## src/sv/url_percent_codec_assert.svh

```systemverilog
`ifndef URL_PERCENT_CODEC_ASSERT_SVH
`define URL_PERCENT_CODEC_ASSERT_SVH

// Same-cycle implication, sampled on clk, off during reset
`define UPC_ASSERT_NOW(lbl, ante, cons, msg) \
	lbl: assert property (@(posedge clk) disable iff (!arst_n) (ante) |-> (cons)) \
		else $error(msg);

// Next-cycle implication, sampled on clk, off during reset
`define UPC_ASSERT_NEXT(lbl, ante, cons, msg) \
	lbl: assert property (@(posedge clk) disable iff (!arst_n) (ante) |=> (cons)) \
		else $error(msg);

`endif

```

## src/sv/upc_pkg.sv

```systemverilog
package upc_pkg;

	// mode register codes
	typedef enum logic [1:0] {
		MODE_ENC_COMP = 2'd0,
		MODE_ENC_URL  = 2'd1,
		MODE_DEC      = 2'd2,
		MODE_ENC_ALT  = 2'd3
	} mode_t;

	// decode escape tracking
	typedef enum logic [1:0] {
		PH_IDLE = 2'd0,
		PH_PCT  = 2'd1,
		PH_DIG  = 2'd2
	} phase_t;

	localparam int unsigned MAX_RESULTS = 3;
	localparam int unsigned CNT_W       = 2;

	localparam logic [7:0] CH_PCT   = 8'h25;
	localparam logic [7:0] CH_PLUS  = 8'h2B;
	localparam logic [7:0] CH_SPACE = 8'h20;
	localparam logic [7:0] CH_TILDE = 8'h7E;
	localparam logic [7:0] CH_DASH  = 8'h2D;
	localparam logic [7:0] CH_UNDER = 8'h5F;
	localparam logic [7:0] CH_DOT   = 8'h2E;
	localparam logic [7:0] CH_COLON = 8'h3A;
	localparam logic [7:0] CH_SLASH = 8'h2F;
	localparam logic [7:0] CH_AMP   = 8'h26;
	localparam logic [7:0] CH_EQ    = 8'h3D;
	localparam logic [7:0] CH_QUEST = 8'h3F;

	function automatic logic is_digit(input logic [7:0] c);
		return (c >= 8'h30) && (c <= 8'h39);
	endfunction

	function automatic logic is_upper(input logic [7:0] c);
		return (c >= 8'h41) && (c <= 8'h5A);
	endfunction

	function automatic logic is_lower(input logic [7:0] c);
		return (c >= 8'h61) && (c <= 8'h7A);
	endfunction

	// unreserved set; whole-URL mode adds a few delimiters
	function automatic logic is_safe(input logic [7:0] c, input logic whole);
		logic base;
		logic extra;
		base  = is_digit(c) || is_upper(c) || is_lower(c) || (c == CH_DASH) ||
			(c == CH_UNDER) || (c == CH_DOT) || (c == CH_TILDE);
		extra = (c == CH_COLON) || (c == CH_SLASH) || (c == CH_AMP) ||
			(c == CH_EQ) || (c == CH_QUEST);
		return base || (whole && extra);
	endfunction

	// uppercase hex character for one nibble
	function automatic logic [7:0] hex_char(input logic [3:0] n);
		return (n < 4'd10) ? (8'h30 + {4'h0, n}) : (8'h37 + {4'h0, n});
	endfunction

	// unvalidated hex value: c - '0' for a digit, else tolower(c) - 'a' + 10, wrapped to 8 bits
	function automatic logic [7:0] digit_value(input logic [7:0] c);
		logic [7:0] l;
		l = is_upper(c) ? (c + 8'd32) : c;
		return is_digit(c) ? (c - 8'h30) : (l - 8'h57);
	endfunction

endpackage

```

## src/sv/upc_if.sv

```systemverilog
// input byte stream
interface upc_in_if;
	logic       valid;
	logic       ready;
	logic [7:0] in_byte;
	logic       in_last;

	modport source (output valid, output in_byte, output in_last, input ready);
	modport sink   (input valid, input in_byte, input in_last, output ready);
endinterface

// result byte stream
interface upc_out_if;
	logic       valid;
	logic       ready;
	logic [7:0] out_byte;
	logic       out_last;

	modport source (output valid, output out_byte, output out_last, input ready);
	modport sink   (input valid, input out_byte, input out_last, output ready);
endinterface

```

## src/sv/url_percent_codec.sv

```systemverilog
// channel | dir | payload              | handshake
// rx      | in  | in_byte, in_last     | valid/ready
// tx      | out | out_byte, out_last   | valid/ready
// cfg     | in  | cfg_wdata (mode)     | cfg_we, no wait
//
// One result word leaves per cycle while tx is ready; an escaped encode-mode byte
// yields three result words, every other byte at most one, held in the three-entry
// expansion buffer that feeds the output register; a byte yielding none keeps rx ready.
// Reset clears mode, decode phase, held digit and both valid/count registers.
// A stalled tx holds the output register; rx then takes words until one that
// yields results sits in the buffer.
module url_percent_codec (
	input  logic              clk,
	input  logic              arst_n,
	input  logic              cfg_we,
	input  logic [1:0]        cfg_wdata,
	upc_in_if.sink            rx,
	upc_out_if.source         tx
);
	import upc_pkg::*;

	mode_t                 mode_q;
	phase_t                phase_q;
	phase_t                phase_d;
	logic [7:0]            held_q;
	logic [7:0]            held_d;

	logic [CNT_W-1:0]      cnt_s1;
	logic [7:0]            buf_s1 [MAX_RESULTS];

	logic                  ov_q;
	logic [7:0]            ob_q;
	logic                  ol_q;

	logic                  acc;
	logic                  pop;
	logic [CNT_W-1:0]      n_d;
	logic [7:0]            b_d [MAX_RESULTS];

	logic [7:0]            c;

	assign c   = rx.in_byte;
	assign pop = (cnt_s1 != '0) && (!ov_q || tx.ready);
	assign rx.ready = (cnt_s1 == '0) || ((cnt_s1 == CNT_W'(1)) && pop);
	assign acc = rx.valid && rx.ready;

	assign tx.valid    = ov_q;
	assign tx.out_byte = ob_q;
	assign tx.out_last = ol_q;

	// results and next decode state for the word at the input
	always_comb begin
		logic [7:0] hi;
		hi      = digit_value(held_q);
		n_d     = '0;
		b_d[0]  = c;
		b_d[1]  = hex_char(c[7:4]);
		b_d[2]  = hex_char(c[3:0]);
		phase_d = phase_q;
		held_d  = held_q;
		if (mode_q != MODE_DEC) begin
			phase_d = PH_IDLE;
			if (is_safe(c, mode_q == MODE_ENC_URL)) begin
				n_d = CNT_W'(1);
			end else begin
				n_d    = CNT_W'(3);
				b_d[0] = CH_PCT;
			end
		end else if (phase_q == PH_PCT) begin
			if (rx.in_last) begin
				// escape cut short: drop the percent, treat this byte as plain
				phase_d = PH_IDLE;
				if (c == CH_PLUS) begin
					n_d    = CNT_W'(1);
					b_d[0] = CH_SPACE;
				end else if (c != CH_PCT) begin
					n_d = CNT_W'(1);
				end
			end else begin
				held_d  = c;
				phase_d = PH_DIG;
			end
		end else if (phase_q == PH_DIG) begin
			n_d     = CNT_W'(1);
			b_d[0]  = {hi[3:0], 4'h0} | digit_value(c);
			phase_d = PH_IDLE;
		end else begin
			if (c == CH_PCT) begin
				phase_d = PH_PCT;
			end else if (c == CH_PLUS) begin
				n_d    = CNT_W'(1);
				b_d[0] = CH_SPACE;
			end else begin
				n_d = CNT_W'(1);
			end
		end
		if (rx.in_last) begin
			phase_d = PH_IDLE;
		end
	end

	// mode register and decode state
	always_ff @(posedge clk or negedge arst_n) begin
		if (!arst_n) begin
			mode_q  <= MODE_ENC_COMP;
			phase_q <= PH_IDLE;
			held_q  <= '0;
		end else if (cfg_we) begin
			mode_q  <= mode_t'(cfg_wdata);
			phase_q <= PH_IDLE;
		end else if (acc) begin
			phase_q <= phase_d;
			held_q  <= held_d;
		end
	end

	// expansion buffer count
	always_ff @(posedge clk or negedge arst_n) begin
		if (!arst_n) begin
			cnt_s1 <= '0;
		end else if (acc) begin
			cnt_s1 <= n_d;
		end else if (pop) begin
			cnt_s1 <= cnt_s1 - CNT_W'(1);
		end
	end

	// expansion buffer bytes, loaded on accept, else shifted toward entry 0 on a pop
	always_ff @(posedge clk) begin
		if (acc) begin
			for (int i = 0; i < MAX_RESULTS; i++) begin
				buf_s1[i] <= b_d[i];
			end
		end else if (pop) begin
			for (int i = 0; i < MAX_RESULTS - 1; i++) begin
				buf_s1[i] <= buf_s1[i+1];
			end
		end
	end

	// output register valid
	always_ff @(posedge clk or negedge arst_n) begin
		if (!arst_n) begin
			ov_q <= 1'b0;
		end else if (pop) begin
			ov_q <= 1'b1;
		end else if (tx.ready) begin
			ov_q <= 1'b0;
		end
	end

	// output register payload
	always_ff @(posedge clk) begin
		if (pop) begin
			ob_q <= buf_s1[0];
			ol_q <= (cnt_s1 == CNT_W'(1));
		end
	end

`include "url_percent_codec_assert.svh"

	`UPC_ASSERT_NEXT(a_enc_count, acc && (mode_q != MODE_DEC), (cnt_s1 == CNT_W'(1)) || (cnt_s1 == CNT_W'(3)), "encode word must load one or three results")
	`UPC_ASSERT_NEXT(a_dec_count, acc && (mode_q == MODE_DEC), cnt_s1 <= CNT_W'(1), "decode word must load at most one result")
	`UPC_ASSERT_NEXT(a_last_flag, pop && (cnt_s1 == CNT_W'(1)), tx.valid && tx.out_last, "final buffered result must carry out_last")
	`UPC_ASSERT_NOW(a_phase_mode, phase_q != PH_IDLE, mode_q == MODE_DEC, "escape pending outside decode mode")

endmodule

```

## src/flat_wrapper.sv

```systemverilog
// flat-port wrapper written by rule: the top's interface ports become plain ports
module url_percent_codec_flat import upc_pkg::*;
  (clk, arst_n, cfg_we, cfg_wdata, rx_valid, rx_in_byte, rx_in_last, rx_ready, tx_valid, tx_out_byte, tx_out_last, tx_ready);
  upc_in_if rx_i ();
  upc_out_if tx_i ();
  input  logic clk;
  input  logic arst_n;
  input  logic cfg_we;
  input  logic [1:0] cfg_wdata;
  input wire logic [$bits(rx_i.valid)-1:0] rx_valid;
  input wire logic [$bits(rx_i.in_byte)-1:0] rx_in_byte;
  input wire logic [$bits(rx_i.in_last)-1:0] rx_in_last;
  output wire logic [$bits(rx_i.ready)-1:0] rx_ready;
  output wire logic [$bits(tx_i.valid)-1:0] tx_valid;
  output wire logic [$bits(tx_i.out_byte)-1:0] tx_out_byte;
  output wire logic [$bits(tx_i.out_last)-1:0] tx_out_last;
  input wire logic [$bits(tx_i.ready)-1:0] tx_ready;
  assign rx_i.valid = rx_valid;
  assign rx_i.in_byte = rx_in_byte;
  assign rx_i.in_last = rx_in_last;
  assign rx_ready = rx_i.ready;
  assign tx_valid = tx_i.valid;
  assign tx_out_byte = tx_i.out_byte;
  assign tx_out_last = tx_i.out_last;
  assign tx_i.ready = tx_ready;
  url_percent_codec u_core (.clk(clk), .arst_n(arst_n), .cfg_we(cfg_we), .cfg_wdata(cfg_wdata), .rx(rx_i), .tx(tx_i));
endmodule
```

## config.mk

```make
export PLATFORM = sky130hd
export DESIGN_NAME = url_percent_codec_flat
export DESIGN_NICKNAME = d
export VERILOG_FILES = /design/src/sv/upc_pkg.sv /design/src/sv/upc_if.sv /design/src/sv/url_percent_codec.sv /design/src/flat_wrapper.sv
export VERILOG_INCLUDE_DIRS = /design/src /design/src/sv
export SDC_FILE = /design/constraint.sdc
export NUM_CORES = 1
export LEC_CHECK = 0
export ABC_AREA = 1
export BUFFER_PORTS_ARGS = -buffer_cell sky130_fd_sc_hd__buf_2
export CORE_MARGIN = 10
export CORE_UTILIZATION = 45
export CTS_BUF_LIST = sky130_fd_sc_hd__clkbuf_4
export DETAILED_ROUTE_END_ITERATION = 10
export REMOVE_ABC_BUFFERS = 1
export SLEW_MARGIN = 30
export SYNTH_ARGS = -nofsm -noshare
export SYNTH_HDL_FRONTEND = slang
export SYNTH_SLANG_ARGS = --single-unit
```

## constraint.sdc

```tcl
create_clock -name clk -period 2.2 [get_ports clk]
set_input_delay 0.44 -clock clk [delete_from_list [all_inputs] [get_ports clk]]
set_output_delay 0.44 -clock clk [all_outputs]
set_load 0.02 [all_outputs]
```

Word level (Yosys, flattened, before mapping) --
Memory sizes are Yosys's and may differ from the RTL's. A register that Yosys moved wholly into a read port is not among the register bits. Index checks and enable logic that the tools add are counted.
Storage, ports and cells: flip-flop bits (word level) 16, bits in writable memories 24, input port bits 16, output and inout port bits 11, logic and storage cells 123, memories kept 1
Memory list:
- u_core.buf_s1 | depth 3, width 8, rd ports 3, clocked after memory_dff 1, wr ports 3, RTL line url_percent_codec.sv:29 | logic [7:0] buf_s1 [MAX_RESULTS];
Cells by class: add/subtract/negate cells 11, $lt $le $gt $ge 12, eq/ne operators 17, mux-type cells 39, bitwise logic cells 6, reduce and logical (&&, ||, !) cells 31
Operators with widths (number):
- 2-to-1 mux 8 bit | 13
- equality test 8 x 6 -> 1 bit (second input constant) | 9
- 2-to-1 mux 2 bit | 15
- adder 6 x 4 -> 7 bit (first input constant) | 4
- >= comparator 8 x 7 -> 1 bit (second input constant) | 3
- <= comparator 8 x 7 -> 1 bit (second input constant) | 3
- equality test 8 x 7 -> 1 bit (second input constant) | 2
- >= comparator 8 x 6 -> 1 bit (second input constant) | 2
- <= comparator 8 x 6 -> 1 bit (second input constant) | 2
- logical OR 1 bit | 13
- logical AND 1 bit | 9
- 2-to-1 mux 1 bit | 9
- adder 8 x 6 -> 8 bit (second input constant) | 1
- less-than comparator 4 bit (second input constant) | 2
- 2-to-1 mux 4 bit | 2
- inequality test 8 x 6 -> 1 bit (second input constant) | 1
- OR 8 bit | 1
- nonzero test 2 bit | 4
- subtractor 8 x 6 -> 8 bit (second input constant) | 1
- subtractor 8 x 7 -> 8 bit (second input constant) | 1
- equality test 2 x 1 -> 1 bit (second input constant) | 3
- nonzero test 6 bit | 1
- AND reduction 5 bit | 1
- adder 4 x 1 -> 4 bit (second input constant) | 1
- other kinds (10) | 13

Longest topological paths before layout --
Gate-level depths: netlist of run 1.
word-level depth 12, mapped depth 17, depth with buffers taken out 17

Worst setup path before layout of run 1 --
No wires, ideal clock.
path type in2reg, start input rx_in_byte[4], end memory u_core.buf_s1[0][7] (data pin), library setup time 0.256 ns, arrival 1.884 ns, required time 1.944 ns, slack 0.060 ns, stages 16, buffers on the path 1, path through clkbuf_2 > inv_1 > ha_1 > inv_1 > a21oi_1 > nand3_4 > nand2_4 > nand2_4 > nand2_4 > nand2_2 > nand2_1 > nand2_1 > nand3_1 > nand2_1 > nand2_1 > nor2_2
RTL lines:
- start: declaration | RTL line flat_wrapper.sv:11 | input wire logic [$bits(rx_i.in_byte)-1:0] rx_in_byte;
- end: declaration | RTL line url_percent_codec.sv:29

==> results of run 1 <==
## cell families after synthesis
group	Yosys count	synth area share [%]
adders and majority gates	22	8.70
DFF	46	41.3
AOI/OAI and AO/OA	63	11.3
muxes	1	0.356
buffers and inverters	56	7.12
and+or+nand+nor	189	30.1
xor gates and xnor gates	4	1.11
## metrics by stage
stage	hold slack (ps)	utilization, %	power [uW]
floorplan	144	-	2300
global placement	355	52.9	2750
detailed placement	371	52.9	2780
CTS	252	53.9	3190
global route	270	53.9	3410
finish	247	53.9	3160
## what timing repair did
| action | 4_1_cts | 5_1_grt |
|---|---|---|
| endpoints found under the hold margin | 15 | 0 |
| setup buffers | 0 | 0 |
| endpoints found under the setup margin | 0 | 0 |
| hold buffers | 1 | 0 |
## Yosys cell counts, drive strengths merged
cell type	n	share of area, %
a21o	1	0.24
o211ai	4	0.95
nand4	4	0.99
xnor2	1	0.28
nand2	107	15
nor2	37	6.0
o21a	1	0.24
clkbuf	3	0.40
xor2	3	0.83
dfrtp	15	12
o21ai	27	4.4
a31oi	2	0.40
inv	48	5.9
nand3	34	6.6
or2	1	0.20
ha	22	8.7
buf	3	0.63
a21oi	24	4.0
nor3	6	1.3
clkinv	2	0.24
o31ai	2	0.47
mux2	1	0.36
edfxtp	31	29
o22ai	2	0.59
## cell type report
| type | instances | area [um^2] | share of cell area (%) |
|---|---|---|---|
| Timing Repair Buffer | 58 | 373 | 10.1 |
| Clock buffer | 5 | 37.5 | 1.02 |
| Multi-Input combinational cell | 279 | 1630 | 44.3 |
| Inverter | 50 | 193 | 5.23 |
| Antenna cell | 1 | 2.50 | 0.0679 |
| Sequential cell | 46 | 1310 | 35.4 |
| Tap cell | 96 | 120 | 3.26 |
| Clock inverter | 3 | 21.3 | 0.577 |
## report_power, final
group / switching, uW / total, uW / internal [uW]
clock network: 297 / 422 / 125
registers: 102 / 1480 / 1380
logic: 840 / 1250 / 412
## flip-flops by register name, indices dropped and copies added, names as in the netlist
signal	count
u_core.tx.valid	1
u_core.cnt_s1	2
u_core.tx.out_last	1
u_core.held_q	8
u_core.buf_s1	22
u_core.phase_q	2
u_core.mode_q	2
u_core.tx.out_byte	8
## final timing paths
path / slack, ps / start / end / cells after the start
min in group asynchronous: 470 / arst_n / u_core.mode_q[0] / 2
min: 250 / cfg_wdata[1] / u_core.mode_q[1] / 3
min reg2reg: 430 / u_core.buf_s1[0][5] / u_core.tx.out_byte[5] / 0
max in group asynchronous: 1470 / arst_n / u_core.held_q[6] / 2
max reg2reg: 230 / u_core.held_q[0] / u_core.buf_s1[0][4] / 8
max: 230 / u_core.held_q[0] / u_core.buf_s1[0][4] / 8
## critical path, delay by kind of cell (launching register included)
family | cells | cell delay [ps]
simple gates | 1 | 140
flops | 1 | 420
buf+inv | 1 | 120
xor+xnor | 1 | 200
fa+ha+maj | 1 | 200
compound gates | 4 | 640
## layer usage
layer  up-vias  GRT usage (%)  part of all wire, %  wire length (um)
li1       1371              -                    -                 -
met1      1273           18.0                   44              3500
met2        91           25.1                   48              3750
met3        19           3.10                  4.9               385
met4         0           6.86                  2.9               232
met5         -              0                    0                 0
==> run_results.csv, run 1 <==
group,metric,value,unit
global_route,grt_overflow_total,0,
synthesis,yosysSeqAreaShare,41.3,%
placement,place_ws,-141,ps
synthesis,synth_area,0.00316,mm^2
clocking,tritoncts,"built",
critical_path,cp-start-kind,"flop",
critical_path,worst-path-max-fanout,5,
power_and_ir_drop,power.leakage,0.00171,uW
floorplanning,num_rows,30,
timing,rsz0062_at_grt,"no",
placement,gp_congestion,0.954,
timing,timing.final.crit_share,89.4,%
detailed_routing,drc_errors,0,
final_layout,drive_gt1_share,26.1,%
critical_path,crit_type,"flop to flop",
synthesis,synth_cell_types,41,
global_route,grt_max_degree,19,
timing,tns,0,ps
final_layout,n_fill_cell,683,
synthesis,yosysWarnings,0,
final_layout,num-nets-final,478,
detailed_routing,viasPerCell,5.12,
run,maxCapViolCount,0,
clocking,clock_latency,390,ps
power_and_ir_drop,peakVddDrop,0.000369,V
detailed_routing,route.vias.total,2754,
clocking,cts.sinks,46,
global_route,grt_usage,15.0,%
detailed_routing,ant_nets,0,
status,outcome,"completed",
detailed_routing,wire_per_inst,14.6,um
timing,finalMaxSlewViolations,0,
final_layout,design_area,0.00368,mm^2
clocking,cts_resized,0,
timing,setup-violations-final,0,
critical_path,cp_cell_sequence,"inv_1, ha_1, o21ai_0, a21o_1, xor2_1, nand4_1, a21oi_1, a21oi_1",
critical_path,worstPathRequired,2340,ps
critical_path,slowest_delay,420,ps
timing,fmax,0.508,GHz
detailed_routing,drt_iter0_markers,169,
power_and_ir_drop,cellPowerDensity,857,mW/mm^2
clocking,clockRootBuffer,"clkbuf_4",
global_route,grt_pass1_vias,2681,
clocking,cts_buffer_depth,2,
placement,dp.final_hpwl,6.21,mm
floorplanning,initial_utilization,46.3,%
timing,period_minus_slack,1970,ps
final_layout,area_delta_synth_final,16.5,%
global_route,grt_pass1_wl,13.3,mm
final_layout,final_common_cell,"nand2_1",
timing,setup_ws,232,ps
final_layout,final_cell_mix,"nand2_1, inv_1, buf_4, edfxtp_1",
detailed_routing,routed_wl,7.87,mm
critical_path,crit_top_cell,"a21oi_1",
min_path,hold_class,"input pin to flop",
floorplanning,ioPinCount,27,
synthesis,avgSynthCellArea,8.30,um^2
floorplanning,die_w,104,um
timing,tightest_slew,623,ps
clocking,h-tree-depth,2,
critical_path,crit_slowest_cell,"dfrtp_1",
floorplanning,die_y,104,um
placement,place_inst,528,
global_route,antenna_found_initial,1,
timing,slew_headroom,58.4,%
synthesis,synth-seq-cells,46,
critical_path,critPathCaptureType,"flop",
placement,detailed_place.area,0.00361,mm^2
clocking,clkTransAtPathRegs,150,ps
floorplanning,die_area,0.0108,mm^2
final_layout,stdcell_count,538,
critical_path,critPathArrivalTime,2110,ps
clocking,numCtsBuffers,5,
synthesis,synth_cells,381,
detailed_routing,firstDrtPassIters,5,
timing,clock_skew,13.7,ps
floorplanning,core_area,0.00683,mm^2
timing,hold_viol,0,
placement,port_buffers,26,
No activity file was read; power rests on OpenSTA's default activity.
==> run 2, diff against run 1 <==
--- a/config.mk
+++ b/config.mk
@@ -9,7 +9,7 @@
 export ABC_AREA = 1
 export BUFFER_PORTS_ARGS = -buffer_cell sky130_fd_sc_hd__buf_2
 export CORE_MARGIN = 10
-export CORE_UTILIZATION = 45
+export CORE_UTILIZATION = 30
 export CTS_BUF_LIST = sky130_fd_sc_hd__clkbuf_4
 export DETAILED_ROUTE_END_ITERATION = 10
 export REMOVE_ABC_BUFFERS = 1
==> run 2 against run 1 <==
Core utilization fell by 17 points. Via count barely moved. Sequential power barely moved. Sequential share of layout area fell by 0.86 points. Total power rose by 1.5%. Critical path type unchanged. Routed wire length rose by 0.99%. Largest power group unchanged. Flip-flop and latch count did not move. Clock skew fell by 8.2 ps.
==> run_results.csv, run 2 (synthesis gave the netlist of run 1 again) <==
group,metric,value,unit
timing,slew_headroom,64.2,%
final_layout,n_fill_cell,1075,
detailed_routing,ant_nets,0,
critical_path,crit_top_cell,"nand2_1",
clocking,numCtsBuffers,5,
timing,period_minus_slack,2000,ps
critical_path,worstPathRequired,2330,ps
detailed_routing,drc_errors,0,
timing,clock_skew,5.57,ps
global_route,grt_max_degree,19,
placement,dp.final_hpwl,6.29,mm
timing,setup_ws,196,ps
power_and_ir_drop,power.leakage,0.00172,uW
placement,place_inst,566,
timing,timing.final.crit_share,91.1,%
timing,finalMaxSlewViolations,0,
critical_path,critical-path-top-delay-family,"compound AO/OA/AOI/OAI gates",
clocking,h-tree-depth,2,
clocking,clkTransAtPathRegs,150,ps
global_route,grt_pass1_wl,13.2,mm
critical_path,worst-path-buf-inv,1,
timing,fmax,0.499,GHz
detailed_routing,wire_per_inst,13.8,um
clocking,cts_buffer_depth,2,
floorplanning,die_area,0.0151,mm^2
critical_path,crit_type,"flop to flop",
floorplanning,die_w,123,um
min_path,hold_class,"input pin to flop",
global_route,grt_overflow_total,0,
final_layout,final_core_util,36.7,%
floorplanning,ioPinCount,27,
final_layout,multi_input_area,0.00163,mm^2
detailed_routing,viasPerCell,4.77,
critical_path,worst-path-max-fanout,5,
timing,hold_viol,0,
final_layout,design_area,0.00378,mm^2
detailed_routing,route.vias.total,2753,
final_layout,area_delta_synth_final,19.4,%
final_layout,antenna_cells,0,
clocking,clockRootBuffer,"clkbuf_4",
placement,port_buffers,26,
global_route,antenna_found_initial,0,
clocking,cts.sinks,46,
detailed_routing,routed_wl,7.94,mm
final_layout,largest_register_ffs,22,
floorplanning,num_rows,37,
run,maxCapViolCount,0,
placement,detailed_place.area,0.00369,mm^2
critical_path,crit_slowest_cell,"dfrtp_1",
global_route,grt_pass1_vias,2605,
critical_path,slowest_delay,420,ps
power_and_ir_drop,peakVddDrop,0.000531,V
final_layout,stdcell_count,577,
final_layout,final_common_cell,"nand2_1",
clocking,clock_latency,370,ps
global_route,grt_usage,10.7,%
floorplanning,initial_utilization,30.8,%
final_layout,num-nets-final,478,
detailed_routing,firstDrtPassIters,7,
final_layout,final_cell_mix,"nand2_1, inv_1, edfxtp_1",
final_layout,regMostFlops,"u_core.buf_s1",
critical_path,critPathArrivalTime,2140,ps
critical_path,cp-start-kind,"flop",
timing,tns,0,ps
final_layout,drive_gt1_share,26.3,%
power_and_ir_drop,cellPowerDensity,848,mW/mm^2
final_layout,seq_area,0.00131,mm^2
floorplanning,die_y,123,um
timing,setup-violations-final,0,
floorplanning,core_area,0.0103,mm^2
placement,place_ws,-76.6,ps
status,outcome,"completed",
critical_path,cp_cell_sequence,"inv_1, ha_1, o21ai_0, a21o_1, nand2_1, a21oi_1, o21ai_0, nor2_1, nand2_1, nand2_1, a21oi_1",
detailed_routing,drt_iter0_markers,184,
clocking,tritoncts,"built",
critical_path,rrSetupSlack,200,ps
placement,gp_congestion,0.924,
timing,tightest_slew,536,ps
critical_path,critPathCaptureType,"flop",
==> run 2: metal layers <==
metal | global-route usage, % | share of wire, % | vias to the layer above
met5 | 0 | 0 | -
met4 | 3.09 | 0.97 | 0
met3 | 1.84 | 5.4 | 8
met2 | 16.7 | 45 | 78
met1 | 14.7 | 49 | 1287
li1 | - | - | 1380
==> run 2: where the power goes <==
group,internal (uW),switching [uW]
Clock,128,299
Combinational,445,851
Sequential,1380,100
==> run 2: final timing paths <==
check / start / endpoint / depth (start not counted)
setup / recovery: u_core.held_q[0] / u_core.buf_s1[0][6] / 11
hold / removal: cfg_wdata[1] / u_core.mode_q[1] / 3
setup reg to reg: u_core.held_q[0] / u_core.buf_s1[0][6] / 11
hold reg to reg: u_core.buf_s1[0][4] / u_core.tx.out_byte[4] / 0
max in group asynchronous: arst_n / u_core.cnt_s1[0] / 2
min in group asynchronous: arst_n / u_core.held_q[3] / 2
==> run 2: through the flow <==
step	hold slack [ps]	total power [uW]
floorplan	144	2300
global placement	368	2750
detailed placement	371	2780
CTS	273	3210
global route	285	3470
finish	286	3200
==> run 2: area by class of cell <==
type	count	area share (%)
clock buffers	5	0.994
clock inverters	3	0.630
inverters	50	5.20
multi-input cells	279	43.2
flip-flops and latches	46	34.6
well taps	136	4.51
repair buffers	58	10.9
==> run 2: worst reg2reg max path: cells and delay by family (launching register included) <==
kind	cells	cell delay [ps]
buf+inv	1	110
compound gates	5	640
flops	1	420
fa+ha+maj	1	210
simple gates	4	380
==> run 2: repair_timing <==
item                       CTS  global route
resized for setup            0             1
setup endpoints to repair    0             2
buffers inserted             0             2
hold endpoints to repair    15             0
hold buffers                 1             0
